<file path="config.mk">
export PLATFORM = sky130hd
export DESIGN_NAME = pcx_raster
export DESIGN_NICKNAME = d
export VERILOG_FILES = /design/src/design/pcx_pkg.sv /design/src/design/pcx_raster.sv
export SDC_FILE = /design/constraint.sdc
export NUM_CORES = 1
export LEC_CHECK = 0
export BUFFER_PORTS_ARGS = -buffer_cell sky130_fd_sc_hd__clkbuf_2
export CORE_UTILIZATION = 51
export CTS_CLUSTER_SIZE = 10
export DETAILED_ROUTE_END_ITERATION = 16
export PLACE_DENSITY = 0.8
export REMOVE_ABC_BUFFERS = 1
export SETUP_SLACK_MARGIN = 0.2
export SYNTH_ARGS = -nofsm -noshare
export SYNTH_HDL_FRONTEND = slang
export SYNTH_SLANG_ARGS = --single-unit
</file>
<file path="constraint.sdc">
create_clock -name clk -period 2.6 [get_ports clk]
set_input_delay 0.52 -clock clk [delete_from_list [all_inputs] [get_ports clk]]
set_output_delay 0.52 -clock clk [all_outputs]
set_load 0.005 [all_outputs]
</file>
<file path="src/design/pcx_pkg.sv">
package pcx_pkg;

  localparam logic [1:0] ACT_PALETTE = 2'd0;
  localparam logic [1:0] ACT_DATA    = 2'd1;
  localparam logic [1:0] ACT_FRAME   = 2'd2;

  localparam logic [7:0] RUN_MARK   = 8'hC0;
  localparam logic [5:0] COUNT_MASK = 6'h3F;
  localparam logic [7:0] ALPHA_FULL = 8'd255;

  localparam int unsigned COL_W = 9;
  localparam int unsigned ROW_W = 8;

  localparam logic CFG_LAST_COLUMN = 1'b0;
  localparam logic CFG_LAST_ROW    = 1'b1;

  typedef struct packed {
    logic [COL_W-1:0] col;
    logic [ROW_W-1:0] row;
    logic             row_end;
    logic             frame_end;
    logic             frame_done;
  } raster_status_t;

endpackage

</file>
<file path="src/design/pcx_raster.sv">
module pcx_raster
  import pcx_pkg::*;
(
  input  logic             clk,
  input  logic             rst_n,
  input  logic             clear,
  input  logic             step,
  input  logic [COL_W-1:0] last_col,
  input  logic [ROW_W-1:0] last_row,
  output raster_status_t   status
);

  logic [COL_W-1:0] col_r, col_nxt;
  logic [ROW_W-1:0] row_r, row_nxt;
  logic             done_r, done_nxt;
  logic             row_end, frame_end;

  assign row_end   = (col_r >= last_col);
  assign frame_end = row_end && (row_r >= last_row);

  always_comb begin
    col_nxt  = col_r;
    row_nxt  = row_r;
    done_nxt = done_r;
    if (clear) begin
      col_nxt  = '0;
      row_nxt  = '0;
      done_nxt = 1'b0;
    end else if (step) begin
      if (row_end) begin
        col_nxt = '0;
        if (frame_end) begin
          done_nxt = 1'b1;
        end else begin
          row_nxt = row_r + 1'b1;
        end
      end else begin
        col_nxt = col_r + 1'b1;
      end
    end
  end

  always_ff @(posedge clk) begin
    if (!rst_n) begin
      col_r  <= '0;
      row_r  <= '0;
      done_r <= 1'b1;
    end else begin
      col_r  <= col_nxt;
      row_r  <= row_nxt;
      done_r <= done_nxt;
    end
  end

  assign status.col        = col_r;
  assign status.row        = row_r;
  assign status.row_end    = row_end;
  assign status.frame_end  = frame_end;
  assign status.frame_done = done_r;

endmodule

</file>
# --- After elaboration in Yosys (flattened, before gate mapping) ---
# Cells that the tools add are included.
word_totals:
  register_bits: 18
  inputBits: 21
  out_inout_bits: 20
  elab_cells: 21
classes:
  addsub: 2
  n_lt_le_gt_ge: 2
  mux: 5
  bitwise: 2
  n_reduce_logical: 7
op_table:
  columns: ["cell", "count"]
  rows:
  - ["9-bit by 1-bit adder with 9-bit output (second input constant)", 1]
  - ["9-bit greater-or-equal comparator", 1]
  - ["9-bit 2-to-1 mux", 1]
  - ["8-bit by 1-bit adder with 8-bit output (second input constant)", 1]
  - ["8-bit greater-or-equal comparator", 1]
  - ["3-bit AND reduction", 2]
  - ["2-bit nonzero test", 3]
  - ["1-bit 2-to-1 mux", 4]
  - ["1-bit NOT", 2]
  - ["2-bit OR reduction", 1]
  - ["1-bit logical AND", 1]

# --- Logic depth before layout (Yosys ltp) ---
depth:
  depth_word: 6
  mapped_depth: 10
  depth_no_buf: 8

# --- Least setup slack after synthesis ---
# OpenSTA, ideal clock, no wires.
synth_timing:
  path_kind: "input to output"
  start: "input last_col[7]"
  end: "output status[1] (netlist bit)"
  arrival_ns: 1.839
  t_required_ns: 2.080
  path_slack_ns: 0.241
  stages: 9
  path_buffers: 2
  cell_sequence: "inv_1 -> ha_1 -> and4_1 -> nand2_1 -> o211ai_4 -> or2_1 -> buf_2 -> and2_1 -> buf_4"
synth_via:
  elab_chain_len: 2
synth_lines:
  columns: ["element", "line_no", "source"]
  rows:
  - ["start, declared", "pcx_raster.sv:8", "input logic [COL_W-1:0] last_col,"]
  - ["9-bit greater-or-equal comparator", "pcx_raster.sv:18", "assign row_end = (col_r >= last_col);"]
  - ["net row_end", "pcx_raster.sv:16", "logic row_end, frame_end;"]
  - ["1-bit logical AND", "pcx_raster.sv:19", "assign frame_end = row_end && (row_r >= last_row);"]
  - ["end, declared", "pcx_raster.sv:10", "output raster_status_t status"]
# The timed path passes the listed nets, and every way through them passes these cells.

==> run_results.csv <==
group,metric,value,unit
outcome,status,"complete, no violations",
sta,period_minus_slack,2380,ps
finish,area_delta_synth_final,28.3,%
clock_network,htree_levels,1,
power,swShare,25.0,%
sta,max_freq,0.420,GHz
power,power_density,307,nW/um2
power,ir_drop,332,uV
finish,regArea,380,um2
synth,netlist_instances,154,
placement,dpl.hpwl,2.20,mm
floorplan,dieHeight,52.9,um
floorplan,ios,41,
clock_network,cts_made_buffers,3,
sta,fin_ws,220,ps
finish,diodes,0,
sta,slew_headroom,68.1,%
placement,dp.cells,219,
global_routing,first_global_vias,1043,
finish,multi_input_area,921,um2
clock_network,clock_sinks,18,
route,ant_nets,0,
synth,synth_ff_type,"dfxtp_1",
placement,dp_slack,149,ps
synth,synthTopCellsByCount,"inv_1 (20), ha_1 (19), dfxtp_1 (18), nand2_1 (18), nor2_2 (9)",
clock_network,insertion_delay,300,ps
clock_network,cts-root-buf,"clkbuf_4",
setup_path,crit_start,"col_r[8]",
route,wl_per_cell,12.6,um
hold_path,hold_path.class,"in -> reg",
clock_network,clock_path_buffers,2,
power,p_int,0.390,mW
clock_network,clk_pin_slew_worst_paths,100,ps
floorplan,rows,18,
sta,maxSlewViolCount,0,
route,via_per_inst,5.41,
setup_path,critPathCaptureType,"primary output",
setup_path,worstSetupPathType,"reg -> out",
clock_network,holdBufCountCts,0,
global_routing,grt.total_usage,21.5,%
sta,setup_viol,0,
route,first_pass_iters,4,
sta,grt_setup_unrepaired,"yes",
finish,stdcell_count,227,
job,drv_cap,0,
floorplan,core,2450,um2
floorplan,die_area,2800,um2
placement,port-buffer-count,40,
synth,netlist-cell-type-count,39,
placement,gp_congestion,0.748,
synth,avgSynthCellArea,8.58,um2
synth,synth-edff-count,0,
sta,finalHoldViolations,0,
global_routing,grt_pass1_wl,4.42,mm
placement,place_area,1530,um2
sta,tns,0,ps
finish,nets,238,
sta,finalCritPeriodShare,91.5,%
global_routing,antenna_found_initial,0,
synth,synth_area,1320,um2
finish,fillCellCount,211,
power,power.share.combinational,13.2,%
setup_path,worstPathArrival,1860,ps
hold_path,holdCritStartpoint,"rst_n",
global_routing,globalRouteOverflowTotal,0,
setup_path,r2r-start,"col_r[8]",
finish,final_cell_area,1700,um2
synth,synth_top_area_share,27.3,%
sta,fin_hold_ws,418,ps
synth,async_flop_share,0,%
synth,ys_seq_elements,18,
setup_path,startpoint_type,"flop",
floorplan,die_w,52.9,um
clock_network,cts_tree,"yes",
sta,fin_skew,10.1,ps
synth,synth_area_leaders,"dfxtp_1 (27%), ha_1 (18%), inv_1 (5.7%)",
finish,drive_gt1_share,43.1,%
route,drt_wl_total,2.86,mm
power,power.net_switching,0.130,mW
synth,ys_seq_area_share,27.3,%
route,vias,1227,
power,seqPwrFrac,52.9,%
floorplan,initial_core_util,53.8,%
route,drc,0,
setup_path,crit_required,2080,ps
sta,worstMarginPinSlew,478,ps
power,p_leak,0.832,nW
setup_path,path_max_fanout,4,
power,clkPwrFrac,34.0,%
synth,synth_top_area_cell,"dfxtp_1",
synth,yosys_warnings,0,
synth,post-synth-top-count-cell,"inv_1",
global_routing,grt_max_degree,11,
route,drtIter0Drc,14,
[logic make-up (layout without fill, tap and decap cells)]
group                    Yosys count  in the layout  synth area share (%)
buffers and inverters             27             70                  8.90
XOR/XNOR                           9              9                  5.97
AND/OR/NAND/NOR                   52             52                  21.0
multiplexers                       3              3                  2.27
flip-flops                        18             18                  27.3
adder cells (fa/ha/maj)           19             19                  18.0
AO/OA/AOI/OAI                     26             26                  16.6
[sequential cells by signal, indices dropped and copies added (netlist names)]
| register | count |
|---|---|
| col_r | 9 |
| row_r | 8 |
| done_r | 1 |
[layout make-up]
class,count,area share (%)
well taps,30,2.21
flip-flops and latches,18,22.4
inverters,20,4.43
repair buffers,46,14.5
clock buffers,4,2.14
multi-input cells,109,54.3
[layout by cell type (no fill, tap or decap), types with 2 or more instances in the layout]
| master | synthesis | layout |
|---|---|---|
| or3_1 | 2 | 2 |
| nor2b_1 | 2 | 2 |
| clkbuf_2 | 0 | 40 |
| ha_1 | 19 | 15 |
| buf_4 | 4 | 6 |
| dfxtp_1 | 18 | 10 |
| or4_1 | 2 | 2 |
| nand4_1 | 4 | 4 |
| o211ai_1 | 2 | 2 |
| a21oi_1 | 6 | 5 |
| nand2_1 | 18 | 17 |
| o21ai_0 | 2 | 2 |
| mux2i_1 | 3 | 3 |
| dfxtp_2 | 0 | 4 |
| and3_1 | 5 | 5 |
| nor2_1 | 2 | 2 |
| o21ai_2 | 1 | 2 |
| nor2_2 | 9 | 9 |
| inv_1 | 20 | 20 |
| xor2_1 | 8 | 8 |
| clkbuf_4 | 0 | 3 |
| ha_4 | 0 | 4 |
| dfxtp_4 | 0 | 4 |
| o21ai_1 | 5 | 4 |
[layer usage]
metal | track usage [%] | up-vias | wire (um) | share of wire, %
met3 | 4.31 | 5 | 119 | 4.2
met2 | 34.0 | 30 | 1420 | 50
met4 | 7.02 | 0 | 38 | 1.3
met5 | 0 | - | 0 | 0
li1 | - | 616 | - | -
met1 | 28.9 | 576 | 1280 | 45
[worst max-delay path, stage by stage (launching register included)]
cell	delay, ps
dfxtp_4	370
ha_4	280
and4_4	250
nand2_4	50
a221oi_4	190
or2_4	190
and2_4	130
clkbuf_2	100
[final timing paths]
check | to | slack (ps) | cells past startpoint
worst min register to register | row_r[0] | 490 | 2
worst max register to register | row_r[6] | 550 | 8
worst max-delay path | status[1] | 220 | 7
worst min-delay path | done_r | 420 | 2
[power by group through the flow]
stage                     clock network [mW]  logic (mW)  registers (mW)
after floorplan                            0      0.0324           0.287
after global placement                     0      0.0576           0.286
after detailed placement                   0      0.0616           0.286
after CTS                              0.179      0.0643           0.277
after global routing                   0.192      0.0772           0.276
final                                  0.177      0.0685           0.275
[through the flow]
step | utilization (%) | total power [mW]
floorplan | - | 0.319
global placement | 62.4 | 0.343
detailed placement | 62.4 | 0.347
CTS | 66.0 | 0.521
global route | 69.1 | 0.544
finish | 69.1 | 0.520
[timing repair]
action,CTS,global route
pin swaps,2,6
endpoints found under the hold margin,0,0
gates resized for setup,11,13
setup buffers,2,2
setup endpoints to repair,2,1
No activity file was read; power rests on OpenSTA's default activity.
